===== src/hdl/ash_pkg.sv =====
package ash_pkg;

   localparam int SAMPLE_W   = 10;
   localparam int PCT_W      = 7;
   localparam int GROUP_SIZE = 20;
   localparam int COUNT_W    = $clog2(GROUP_SIZE + 1);
   localparam int SUM_W      = SAMPLE_W + $clog2(GROUP_SIZE + 1);
   localparam int NUM_W      = SAMPLE_W + PCT_W;
   localparam int DIV_W      = (NUM_W > SUM_W) ? NUM_W : SUM_W;
   localparam int DIV_CNT_W  = $clog2(DIV_W + 1);
   localparam int CSR_IDX_W  = 2;

   localparam logic [SAMPLE_W-1:0] FAULT_LEVEL     = SAMPLE_W'(10);
   localparam logic [PCT_W-1:0]    SCALE_TOP       = PCT_W'(100);
   localparam logic [SAMPLE_W-1:0] RANGE_LOW_RST   = SAMPLE_W'(0);
   localparam logic [SAMPLE_W-1:0] RANGE_HIGH_RST  = SAMPLE_W'(680);
   localparam logic [SAMPLE_W-1:0] HOLD_BAND_RST   = SAMPLE_W'(20);

   typedef enum logic [CSR_IDX_W-1:0] {
      CSR_RANGE_LOW    = 2'd0,
      CSR_RANGE_HIGH   = 2'd1,
      CSR_HOLD_BAND    = 2'd2,
      CSR_INVERT_SCALE = 2'd3
   } csr_index_type;

   typedef enum logic [2:0] {
      ST_IDLE,
      ST_AVG,
      ST_SCALE,
      ST_PCT,
      ST_OUT
   } state_type;

   typedef struct packed {
      logic                start;
      logic [DIV_W-1:0]    dividend;
      logic [SAMPLE_W-1:0] divisor;
   } div_ctl_type;

   typedef struct packed {
      logic             busy;
      logic             done;
      logic [DIV_W-1:0] quotient;
   } div_sts_type;

endpackage


===== src/hdl/ash_if.sv =====
interface ash_req_if;
   logic                         valid;
   logic                         ready;
   logic [ash_pkg::SAMPLE_W-1:0] sample;

   modport source (output valid, output sample, input ready);
   modport sink   (input valid, input sample, output ready);
endinterface

interface ash_rsp_if;
   logic                         valid;
   logic                         ready;
   logic [ash_pkg::PCT_W-1:0]    percent;
   logic [ash_pkg::SAMPLE_W-1:0] held_raw;
   logic                         line_fault;

   modport source (output valid, output percent, output held_raw, output line_fault,
                   input ready);
   modport sink   (input valid, input percent, input held_raw, input line_fault,
                   output ready);
endinterface


===== src/hdl/averaged_sensor_with_hysteresis.sv =====
// A request that does not close a group only adds to the sum and count; the block stays idle.
// The request that closes a group runs the shared divider for the average (17 steps) and then,
// unless the range is empty, again for the percentage (17 steps) before the result is offered.
// After a group closes, no request is taken until the result is taken,
// and ready returns the cycle after the result handshake.
// Synchronous active-high reset clears sum, count, held value and loads register defaults.
module averaged_sensor_with_hysteresis (
   input  logic                                  clock,
   input  logic                                  reset,
   input  logic                                  csr_we,
   input  logic [ash_pkg::CSR_IDX_W-1:0]         csr_index,
   input  logic [ash_pkg::SAMPLE_W-1:0]          csr_wdata,
   ash_req_if.sink                               req_if,
   ash_rsp_if.source                             rsp_if
);

   ash_pkg::state_type state_ff, state_in;

   logic [ash_pkg::SAMPLE_W-1:0] range_low_ff, range_high_ff, hold_band_ff;
   logic                         invert_ff;

   logic [ash_pkg::SUM_W-1:0]    sum_ff, sum_in;
   logic [ash_pkg::COUNT_W-1:0]  count_ff, count_in;
   logic [ash_pkg::SAMPLE_W-1:0] last_ff, last_in;
   logic [ash_pkg::PCT_W-1:0]    pct_ff, pct_in;
   logic                         fault_ff, fault_in;

   logic                         req_fire, group_end, range_ok;
   logic [ash_pkg::SAMPLE_W-1:0] avg, diff, clamped, offset, span;
   logic [ash_pkg::DIV_W-1:0]    numer;
   logic [ash_pkg::PCT_W-1:0]    quo_pct;

   ash_pkg::div_ctl_type div_ctl;
   ash_pkg::div_sts_type div_sts;

   ash_divider u_div (
      .clock (clock),
      .reset (reset),
      .ctl   (div_ctl),
      .sts   (div_sts)
   );

   assign req_fire  = req_if.valid && req_if.ready;
   assign group_end = (count_ff == ash_pkg::COUNT_W'(ash_pkg::GROUP_SIZE - 1));
   assign range_ok  = (range_high_ff > range_low_ff);
   assign span      = range_high_ff - range_low_ff;
   assign sum_in    = sum_ff + ash_pkg::SUM_W'(req_if.sample);

   // average fits the sample width
   assign avg  = div_sts.quotient[ash_pkg::SAMPLE_W-1:0];
   assign diff = (avg >= last_ff) ? (avg - last_ff) : (last_ff - avg);

   always_comb begin
      clamped = last_ff;
      if (clamped < range_low_ff) clamped = range_low_ff;
      if (clamped > range_high_ff) clamped = range_high_ff;
   end
   assign offset  = clamped - range_low_ff;
   assign numer   = ash_pkg::DIV_W'(offset) * ash_pkg::DIV_W'(ash_pkg::SCALE_TOP);
   assign quo_pct = div_sts.quotient[ash_pkg::PCT_W-1:0];

   // next state
   always_comb begin
      state_in = state_ff;
      case (state_ff)
         ash_pkg::ST_IDLE:  if (req_fire && group_end) state_in = ash_pkg::ST_AVG;
         ash_pkg::ST_AVG:   if (div_sts.done) state_in = ash_pkg::ST_SCALE;
         ash_pkg::ST_SCALE: state_in = range_ok ? ash_pkg::ST_PCT : ash_pkg::ST_OUT;
         ash_pkg::ST_PCT:   if (div_sts.done) state_in = ash_pkg::ST_OUT;
         ash_pkg::ST_OUT:   if (rsp_if.ready) state_in = ash_pkg::ST_IDLE;
         default:           state_in = ash_pkg::ST_IDLE;
      endcase
   end

   // outputs and divider control
   always_comb begin
      req_if.ready     = 1'b0;
      rsp_if.valid     = 1'b0;
      div_ctl.start    = 1'b0;
      div_ctl.dividend = ash_pkg::DIV_W'(sum_in);
      div_ctl.divisor  = ash_pkg::SAMPLE_W'(ash_pkg::GROUP_SIZE);
      case (state_ff)
         ash_pkg::ST_IDLE: begin
            req_if.ready  = 1'b1;
            div_ctl.start = req_fire && group_end;
         end
         ash_pkg::ST_SCALE: begin
            div_ctl.start    = range_ok;
            div_ctl.dividend = numer;
            div_ctl.divisor  = span;
         end
         ash_pkg::ST_OUT: rsp_if.valid = 1'b1;
         default: ;
      endcase
   end

   always_comb begin
      count_in = count_ff;
      last_in  = last_ff;
      fault_in = fault_ff;
      pct_in   = pct_ff;
      if (state_ff == ash_pkg::ST_IDLE && req_fire) begin
         count_in = group_end ? '0 : count_ff + ash_pkg::COUNT_W'(1);
      end
      if (state_ff == ash_pkg::ST_AVG && div_sts.done) begin
         if (diff > hold_band_ff) last_in = avg;
         fault_in = (last_in <= ash_pkg::FAULT_LEVEL);
      end
      if (state_ff == ash_pkg::ST_SCALE && !range_ok) pct_in = '0;
      if (state_ff == ash_pkg::ST_PCT && div_sts.done) begin
         pct_in = invert_ff ? (ash_pkg::SCALE_TOP - quo_pct) : quo_pct;
      end
   end

   always_ff @(posedge clock) begin
      if (reset) begin
         state_ff      <= ash_pkg::ST_IDLE;
         sum_ff        <= '0;
         count_ff      <= '0;
         last_ff       <= '0;
         fault_ff      <= 1'b0;
         range_low_ff  <= ash_pkg::RANGE_LOW_RST;
         range_high_ff <= ash_pkg::RANGE_HIGH_RST;
         hold_band_ff  <= ash_pkg::HOLD_BAND_RST;
         invert_ff     <= 1'b0;
      end else begin
         state_ff <= state_in;
         count_ff <= count_in;
         last_ff  <= last_in;
         fault_ff <= fault_in;
         if (state_ff == ash_pkg::ST_IDLE && req_fire) begin
            sum_ff <= group_end ? '0 : sum_in;
         end
         if (csr_we) begin
            case (ash_pkg::csr_index_type'(csr_index))
               ash_pkg::CSR_RANGE_LOW:    range_low_ff  <= csr_wdata;
               ash_pkg::CSR_RANGE_HIGH:   range_high_ff <= csr_wdata;
               ash_pkg::CSR_HOLD_BAND:    hold_band_ff  <= csr_wdata;
               ash_pkg::CSR_INVERT_SCALE: invert_ff     <= csr_wdata[0];
               default: ;
            endcase
         end
      end
      pct_ff <= pct_in;
   end

   assign rsp_if.percent    = pct_ff;
   assign rsp_if.held_raw   = last_ff;
   assign rsp_if.line_fault = fault_ff;

endmodule


===== src/hdl/ash_divider.sv =====
// Restoring divider, one quotient bit per cycle.
module ash_divider (
   input  logic                 clock,
   input  logic                 reset,
   input  ash_pkg::div_ctl_type ctl,
   output ash_pkg::div_sts_type sts
);

   logic [ash_pkg::DIV_CNT_W-1:0] cnt_ff, cnt_in;
   logic                          busy_ff, busy_in;
   logic                          done_ff, done_in;
   logic [ash_pkg::SAMPLE_W-1:0]  rem_ff, rem_in;
   logic [ash_pkg::SAMPLE_W-1:0]  dvs_ff, dvs_in;
   logic [ash_pkg::DIV_W-1:0]     quo_ff, quo_in;
   logic [ash_pkg::SAMPLE_W:0]    trial;

   always_comb begin
      cnt_in  = cnt_ff;
      busy_in = busy_ff;
      done_in = 1'b0;
      rem_in  = rem_ff;
      dvs_in  = dvs_ff;
      quo_in  = quo_ff;
      trial   = {rem_ff, quo_ff[ash_pkg::DIV_W-1]};
      if (ctl.start) begin
         cnt_in  = ash_pkg::DIV_CNT_W'(ash_pkg::DIV_W);
         busy_in = 1'b1;
         rem_in  = '0;
         dvs_in  = ctl.divisor;
         quo_in  = ctl.dividend;
      end else if (busy_ff) begin
         // remainder stays below the divisor, so the trial fits one extra bit
         if (trial >= {1'b0, dvs_ff}) begin
            rem_in = ash_pkg::SAMPLE_W'(trial - {1'b0, dvs_ff});
            quo_in = {quo_ff[ash_pkg::DIV_W-2:0], 1'b1};
         end else begin
            rem_in = trial[ash_pkg::SAMPLE_W-1:0];
            quo_in = {quo_ff[ash_pkg::DIV_W-2:0], 1'b0};
         end
         cnt_in = cnt_ff - ash_pkg::DIV_CNT_W'(1);
         if (cnt_ff == ash_pkg::DIV_CNT_W'(1)) begin
            busy_in = 1'b0;
            done_in = 1'b1;
         end
      end
   end

   always_ff @(posedge clock) begin
      if (reset) begin
         cnt_ff  <= '0;
         busy_ff <= 1'b0;
         done_ff <= 1'b0;
      end else begin
         cnt_ff  <= cnt_in;
         busy_ff <= busy_in;
         done_ff <= done_in;
      end
      rem_ff <= rem_in;
      dvs_ff <= dvs_in;
      quo_ff <= quo_in;
   end

   assign sts.busy     = busy_ff;
   assign sts.done     = done_ff;
   assign sts.quotient = quo_ff;

endmodule


===== src/flat_wrapper.sv =====
// flat-port wrapper written by rule: the top's interface ports become plain ports
module averaged_sensor_with_hysteresis_flat 
  (clock, reset, csr_we, csr_index, csr_wdata, req_if_valid, req_if_sample, req_if_ready, rsp_if_valid, rsp_if_percent, rsp_if_held_raw, rsp_if_line_fault, rsp_if_ready);
  ash_req_if req_if_i ();
  ash_rsp_if rsp_if_i ();
  input  logic clock;
  input  logic reset;
  input  logic csr_we;
  input  logic [ash_pkg::CSR_IDX_W-1:0] csr_index;
  input  logic [ash_pkg::SAMPLE_W-1:0] csr_wdata;
  input wire logic [$bits(req_if_i.valid)-1:0] req_if_valid;
  input wire logic [$bits(req_if_i.sample)-1:0] req_if_sample;
  output wire logic [$bits(req_if_i.ready)-1:0] req_if_ready;
  output wire logic [$bits(rsp_if_i.valid)-1:0] rsp_if_valid;
  output wire logic [$bits(rsp_if_i.percent)-1:0] rsp_if_percent;
  output wire logic [$bits(rsp_if_i.held_raw)-1:0] rsp_if_held_raw;
  output wire logic [$bits(rsp_if_i.line_fault)-1:0] rsp_if_line_fault;
  input wire logic [$bits(rsp_if_i.ready)-1:0] rsp_if_ready;
  assign req_if_i.valid = req_if_valid;
  assign req_if_i.sample = req_if_sample;
  assign req_if_ready = req_if_i.ready;
  assign rsp_if_valid = rsp_if_i.valid;
  assign rsp_if_percent = rsp_if_i.percent;
  assign rsp_if_held_raw = rsp_if_i.held_raw;
  assign rsp_if_line_fault = rsp_if_i.line_fault;
  assign rsp_if_i.ready = rsp_if_ready;
  averaged_sensor_with_hysteresis u_core (.clock(clock), .reset(reset), .csr_we(csr_we), .csr_index(csr_index), .csr_wdata(csr_wdata), .req_if(req_if_i), .rsp_if(rsp_if_i));
endmodule

===== config.mk =====
export PLATFORM = sky130hd
export DESIGN_NAME = averaged_sensor_with_hysteresis_flat
export DESIGN_NICKNAME = d
export VERILOG_FILES = /design/src/hdl/ash_pkg.sv /design/src/hdl/ash_if.sv /design/src/hdl/averaged_sensor_with_hysteresis.sv /design/src/hdl/ash_divider.sv /design/src/flat_wrapper.sv
export SDC_FILE = /design/constraint.sdc
export NUM_CORES = 1
export LEC_CHECK = 0
export ABC_AREA = 1
export BUFFER_PORTS_ARGS = -buffer_cell sky130_fd_sc_hd__buf_2
export CORE_MARGIN = 10
export CORE_UTILIZATION = 55
export DETAILED_ROUTE_END_ITERATION = 7
export GPL_TIMING_DRIVEN = 0
export PLACE_DENSITY = 0.73
export SKIP_LAST_GASP = 1
export SYNTH_ARGS = -nofsm -noshare
export SYNTH_HDL_FRONTEND = slang
export SYNTH_SLANG_ARGS = --single-unit

===== constraint.sdc =====
create_clock -name clock -period 17.9 [get_ports clock]
set_input_delay 1.79 -clock clock [delete_from_list [all_inputs] [get_ports clock]]
set_output_delay 1.79 -clock clock [all_outputs]
set_load 0.005 [all_outputs]

-- Word level (Yosys, flattened, before mapping)
Index checks and enable logic that the tools add are counted.
- memory bits (read-only): 0
- word-level logic and storage cells: 96
- memory bits (writable): 0
- register bits: 116
- bits in latches: 0
- input bits: 27
- memories kept: 0
- output and inout port bits: 20
- $mul: 1
- equality and inequality tests: 13
- muxes and demuxes: 30
- order comparisons: 7
- reduce and logical (&&, ||, !) cells: 18
- add/subtract/negate cells: 9
- shift operators: 0
- bitwise operators: 1
- div/mod/pow operators: 0
- operators with widths (cell ; number):
    10-bit two-way mux ; 6
    10-bit subtractor ; 5
    17-bit two-way mux ; 2
    10-bit > comparator ; 3
    27-bit two-way mux ; 1
    7-bit two-way mux ; 3
    15-bit by 10-bit adder with 15-bit output ; 1
    10-bit by 5-bit multiplier with 15-bit output, second input constant ; 1
    15-bit two-way mux ; 1
    3-bit two-way mux ; 5
    5-bit two-way mux ; 3
    3-bit case mux with 5 select lines ; 1
    11-bit by 10-bit greater-or-equal comparator with 1-bit output ; 1
    10-bit greater-or-equal comparator ; 1
    10-bit by 4-bit less-or-equal comparator with 1-bit output, second input constant ; 1
    10-bit less-than comparator ; 1
    2-bit AND reduction ; 4
    1-bit two-way mux ; 7
    7-bit subtractor, first input constant ; 1
    3-bit by 2-bit == test with 1-bit output, second input constant ; 2
    1-bit logical AND ; 6
    2-bit inequality test, second input constant ; 3
    5-bit by 1-bit adder with 5-bit output, second input constant ; 1
    5-bit by 1-bit == test with 1-bit output, second input constant ; 1
    other kinds (16) ; 18

-- Longest topological paths before layout
- word-level depth: 8
- mapped depth: 42
- mapped depth without buffers: 40

-- By module
Synthesis repeated with hierarchy kept, for this count alone.
- cell total of the unflattened synthesis: 1377
- area, all modules: 9785.6 sq um
- by module, submodules not included (module ; instances ; area an instance (sq um) ; sequential area each (sq um) ; cells an instance):
    averaged_sensor_with_hysteresis ; 1 ; 7327.0 ; 1511.4 ; 1076
    ash_divider ; 1 ; 2458.6 ; 1151.1 ; 301

-- Worst setup path after synthesis
No wires, ideal clock.
- path type: reg2reg
- start: reg u_core.range_low_ff[9] (netlist name)
- end: reg u_core.u_div.quo_ff[14] (netlist name), data pin
- clock period less this slack: 6.428 ns
- buffers on the path: 2
- arrival: 6.168 ns
- slack: 11.472 ns
- cell stages (with the launch flop): 39
- data required time: 17.639 ns
- path through: dfxtp_1 > inv_1 > ha_1 > nand2_1 > nor2_1 > nand3_1 > nand3_2 > clkbuf_1 > o21ai_0 > ha_1 > inv_1 > nor3_1 > o211ai_1 > nand3_1 > nand2_1 > clkbuf_1 > nand2_1 > o21ai_0 > (+3 left out) > nand2_1 > nand2_1 > a21oi_1 > xor2_1 > ha_1 > ha_1 > inv_1 > fa_1 > inv_1 > ha_1 > nand2_1 > inv_1 > a21oi_1 > o21ai_0 > xor2_1 > nand2_1 > nand2_1 > o21ai_0
- word-level cells in the longest chain between the ends: 8
- RTL lines (item ; RTL line ; text):
    start: declaration ; averaged_sensor_with_hysteresis.sv:19 ; logic [ash_pkg::SAMPLE_W-1:0] range_low_ff, range_high_ff, hold_band_ff;
    start signal: assignment ; averaged_sensor_with_hysteresis.sv:122 ; range_low_ff <= ash_pkg::RANGE_LOW_RST;
    start signal: assignment ; averaged_sensor_with_hysteresis.sv:136 ; ash_pkg::CSR_RANGE_LOW: range_low_ff <= csr_wdata;
    10-bit less-than comparator ; averaged_sensor_with_hysteresis.sv:55 ; if (clamped < range_low_ff) clamped = range_low_ff;
    10-bit two-way mux ; averaged_sensor_with_hysteresis.sv:55 ;
    10-bit > comparator ; averaged_sensor_with_hysteresis.sv:56 ; if (clamped > range_high_ff) clamped = range_high_ff;
    10-bit two-way mux ; averaged_sensor_with_hysteresis.sv:56 ;
    10-bit subtractor ; averaged_sensor_with_hysteresis.sv:58 ; assign offset = clamped - range_low_ff;
    10-bit by 5-bit multiplier with 15-bit output ; averaged_sensor_with_hysteresis.sv:59 ; assign numer = ash_pkg::DIV_W'(offset) * ash_pkg::DIV_W'(ash_pkg::SCALE_TOP);
    27-bit two-way mux ; averaged_sensor_with_hysteresis.sv:82 ; case (state_ff)
    17-bit two-way mux (*) ; ash_divider.sv:25 ; if (ctl.start) begin
    via u_core.u_div.quo_in, one bit ; ash_divider.sv:14 ; logic [ash_pkg::DIV_W-1:0] quo_ff, quo_in;
    end signal: assignment ; ash_divider.sv:60 ; quo_ff <= quo_in;
    end: declaration ; ash_divider.sv:14 ;
Mark *: on every way through the listed nets, which the timed path passes. The rest lies on a longest branch.
A chain may end at the register's enable or synchronous reset.

-- Worst setup path after layout
- start: reg u_core.range_low_ff[1] (netlist name)
- end: reg u_core.u_div.quo_ff[14] (netlist name), data pin
Same word-level chain as after synthesis.

==> results by group <==
Hold path
  • Number of cells traversed by the worst hold path: 2
  • Worst hold endpoint: u_core.hold_band_ff[5]
  • Path class of the lowest-slack min-delay path: flop to flop
  • Source of the worst hold timing path: u_core.hold_band_ff[5]

Setup path
  • Worst reg2reg setup slack: 10.36 ns
  • Stage delay of the slowest cell on the critical path: 0.49 ns
  • Cell at the slowest stage of the critical path: sky130_fd_sc_hd__fa_1
  • Dominant cell type by count on the critical path: sky130_fd_sc_hd__nand2_1
  • Element type at the critical path end: flop
  • Critical path fanouts, max: 10
  • Startpoint of the lowest-slack register-to-register path: u_core.range_low_ff[1]
  • Crit path launch type: flop
  • Endpoint arrival time on the critical path: 7.70 ns
  • Count of cells along the worst register-to-register path: 36
  • Capturing point of the worst reg2reg path: u_core.u_div.quo_ff[14]
  • Data required time at the worst endpoint: 18.07 ns
  • Type of the worst setup path: flop to flop

Job
  • Max Cap Viol: 0

Pwr
  • Share of total power consumed by net switching: 0.375
  • Max IR drop VDD: 0.151 mV
  • Sequential share of power: 0.263
  • Power per unit of standard cell area: 103 nW/µm²
  • Switching power: 413 µW
  • Leak pwr: 0.00516 µW
  • Gate power share: 0.408
  • Part of the power in the clock network: 0.329
  • Int Power: 687 µW

STA
  • Period utilization: 0.421
  • Post-layout minimum cycle time: 7.54 ns
  • Max-slew violations: 0
  • Unrepaired setup endpoints after global routing: no
  • Final hold viol count: 0
  • Setup total negative slack: 0 ns
  • Worst slew pin tran: 0.765 ns
  • Worst Clk Skew: 0.00937 ns
  • FMAX: 133 MHz
  • Max transition margin: 0.489
  • Setup violation total in the final timing report: 0
  • Least setup slack across all paths after layout: 10.36 ns

Cells and area
  • Register cell area after layout: 2660 µm²
  • Total area of multi-input combinational cells: 5970 µm²
  • Count of nets after finishing: 1,545
  • Layout cell share with drive strength beyond 1: 0.0875
  • Diode insertion count for antenna repair: 0
  • P&R area growth vs syn: 12.0%
  • Number of filler instances in the final layout: 1,602

Place
  • Pre-CTS setup slack: 10.41 ns
  • Routability congestion estimate: 0.960
  • Port-buffer cells: 45
  • Detailed placement HPWL: 20,400 µm

Drt
  • Routed wire per std cell: 15.9 µm
  • Routed WL: 25,800 µm
  • Total via count after detailed routing: 8,932
  • Starting DRT DRC Count: 926
  • Router iterations before antenna repair: 5
  • Routed via count divided by cell count: 5.51
  • DR DRC count: 0
  • Number of nets with antenna violations after routing: 0

CTS
  • Clock edge transition at the registers on the reported setup and hold paths: 0.06 ns
  • Longest Clk Path Bufs: 2
  • Level count of the clock H-tree: 4
  • Total CTS buffers: 17
  • Number of sinks on the clock net: 116
  • Clock root buffer: sky130_fd_sc_hd__clkbuf_16
  • CTS tree: yes
  • Postcts setup bufs: 0
  • Cells resized by post-CTS repair: 0
  • Clock latency reported for the late side of the worst-skew pair: 0.43 ns
  • Number of hold buffers added after CTS: 0

Floorplanning
  • Core footprint: 17,200 µm²
  • Total number of placement rows: 48
  • Total Die Area: 23,100 µm²
  • Number of top-level pins: 47
  • Starting density of the core: 0.557
  • Width of the die: 152 µm
  • Y dimension of the die: 152 µm

GRT
  • Largest net degree at the start of global routing: 20
  • Total GRT Usage: 0.220
  • Total overflow reported by the global router: 0
  • First-pass GRT wire length: 42,600 µm
  • Antenna violations before repair: 0
  • Via count of the first global-routing pass: 8,421

Yosys
  • Fraction of the yosys area taken by sequential cells: 0.278
  • Flip-flop cell with the highest count after synthesis: sky130_fd_sc_hd__dfxtp_1
  • Number of synthesized register bits: 116
  • Proportion of synthesized flip-flops having asynchronous set or reset: 0
  • Number of distinct library cells after synthesis: 49
  • Count of warnings emitted by yosys: 0
  • Summed instance area of the synthesized netlist: 9580 µm²
  • Largest cells by area after synthesis: sky130_fd_sc_hd__dfxtp_1 17%, sky130_fd_sc_hd__ha_1 16%, sky130_fd_sc_hd__nand2_1 11%
  • Number of nets produced by synthesis: 1,481
  • Top cell type by total area after synthesis: sky130_fd_sc_hd__dfxtp_1
  • Post-Synthesis Mean Instance Area: 7.27 µm²
  • Yosys top cell area share: 0.171
  • Number of synthesized flops with an enable pin: 34
  • Synth Instances: 1,318

Outcome
  • Status: complete, no violations
power by group through the flow:
stage          clock network (µW)  logic (µW)  registers (µW)
6_report                      362         448             290
5_1_grt                       380         518             291
4_1_cts                       363         448             289
3_5_place_dp                    0         443             294
3_3_place_gp                    0         436             294
2_1_floorplan                   0         346             292
flip-flops by register name (all words and copies together), names as in the netlist:
signal                    flops
u_core.range_low_ff          10
u_core.count_ff               5
u_core.u_div.dvs_ff          10
u_core.u_div.cnt_ff           5
u_core.u_div.quo_ff          17
u_core.sum_ff                15
u_core.rsp_if.held_raw       10
u_core.u_div.rem_ff          10
u_core.state_ff               3
u_core.u_div.done_ff          1
u_core.invert_ff              1
u_core.rsp_if.percent         7
u_core.rsp_if.line_fault      1
u_core.range_high_ff         10
u_core.hold_band_ff          10
u_core.u_div.busy_ff          1
layer usage:
layer | part of all wire | GRT usage
met3 | 0.070 | 0.0384
met5 | 0 | 0
met2 | 0.46 | 0.356
met4 | 0.020 | 0.0674
met1 | 0.45 | 0.293
worst max path at each step:
stage | startpoint | to | depth (start not counted)
4_1_cts | u_core.range_low_ff[1] | u_core.u_div.quo_ff[14] | 36
3_5_place_dp | u_core.range_low_ff[1] | u_core.u_div.quo_ff[14] | 36
3_3_place_gp | u_core.range_low_ff[1] | u_core.u_div.quo_ff[14] | 36
5_1_grt | u_core.range_low_ff[1] | u_core.u_div.quo_ff[15] | 38
6_report | u_core.range_low_ff[1] | u_core.u_div.quo_ff[14] | 36
2_1_floorplan | u_core.range_low_ff[9] | u_core.u_div.quo_ff[14] | 38
through the flow:
stage	util	power [µW]	instances	hold WS (ns)	instance area [µm²]
after CTS	0.624	1100	1620	0.469	10700
after global routing	0.624	1190	1620	0.489	10700
after floorplan	-	638	1318	0.435	9580
final	0.624	1100	1620	0.461	10700
after global placement	0.587	731	1588	0.450	10100
after detailed placement	0.587	737	1588	0.452	10100
final cells by class:
type / instances / area share
Buffer: 33 / 0.0161
Clock buffer: 23 / 0.0495
Clock inverter: 9 / 0.0104
Inverter: 206 / 0.0721
Multi-Input combinational cell: 963 / 0.556
Sequential cell: 116 / 0.248
Tap cell: 225 / 0.0263
Timing Repair Buffer: 45 / 0.0210
worst max-delay path, delay by kind of cell (launching register included):
kind	cells	cell delay, ns
flops	1	0.44
fa+ha+maj	8	2.67
simple gates	10	0.96
buf+inv	6	0.95
compound gates	10	1.78
xor+xnor	2	0.50
cell usage after synthesis (11+ instances only):
cell and n:
sky130_fd_sc_hd__nand2_1 293, sky130_fd_sc_hd__inv_1 205, sky130_fd_sc_hd__ha_1 125, sky130_fd_sc_hd__a21oi_1 119, sky130_fd_sc_hd__o21ai_0 108, sky130_fd_sc_hd__dfxtp_1 82
sky130_fd_sc_hd__nor2_1 75, sky130_fd_sc_hd__nand3_1 52, sky130_fd_sc_hd__xor2_1 35, sky130_fd_sc_hd__edfxtp_1 34, sky130_fd_sc_hd__o211ai_1 22, sky130_fd_sc_hd__clkbuf_1 17
sky130_fd_sc_hd__xnor2_1 15, sky130_fd_sc_hd__nor3_1 13, sky130_fd_sc_hd__fa_1 11
cell usage in the layout (no fill, tap or decap), types with 35 or more instances in the layout:
cell / netlist / final
sky130_fd_sc_hd__dfxtp_1: 82 / 82
sky130_fd_sc_hd__buf_2: 9 / 54
sky130_fd_sc_hd__nor2_1: 75 / 75
sky130_fd_sc_hd__nand3_1: 52 / 52
sky130_fd_sc_hd__ha_1: 125 / 125
sky130_fd_sc_hd__xor2_1: 35 / 35
sky130_fd_sc_hd__o21ai_0: 108 / 108
sky130_fd_sc_hd__a21oi_1: 119 / 119
sky130_fd_sc_hd__inv_1: 205 / 205
sky130_fd_sc_hd__nand2_1: 293 / 293
cell families (layout without fill, tap and decap cells):
family / after synthesis / in the layout / synth area share
AO/OA/AOI/OAI: 304 / 304 / 0.179
XOR/XNOR: 50 / 50 / 0.0457
adder cells (fa/ha/maj): 136 / 136 / 0.186
buffers and inverters: 239 / 316 / 0.0988
flip-flops: 116 / 116 / 0.278
multiplexers: 2 / 2 / 0.00209
AND/OR/NAND/NOR: 471 / 471 / 0.210
No activity file was read; power rests on OpenSTA's default activity.
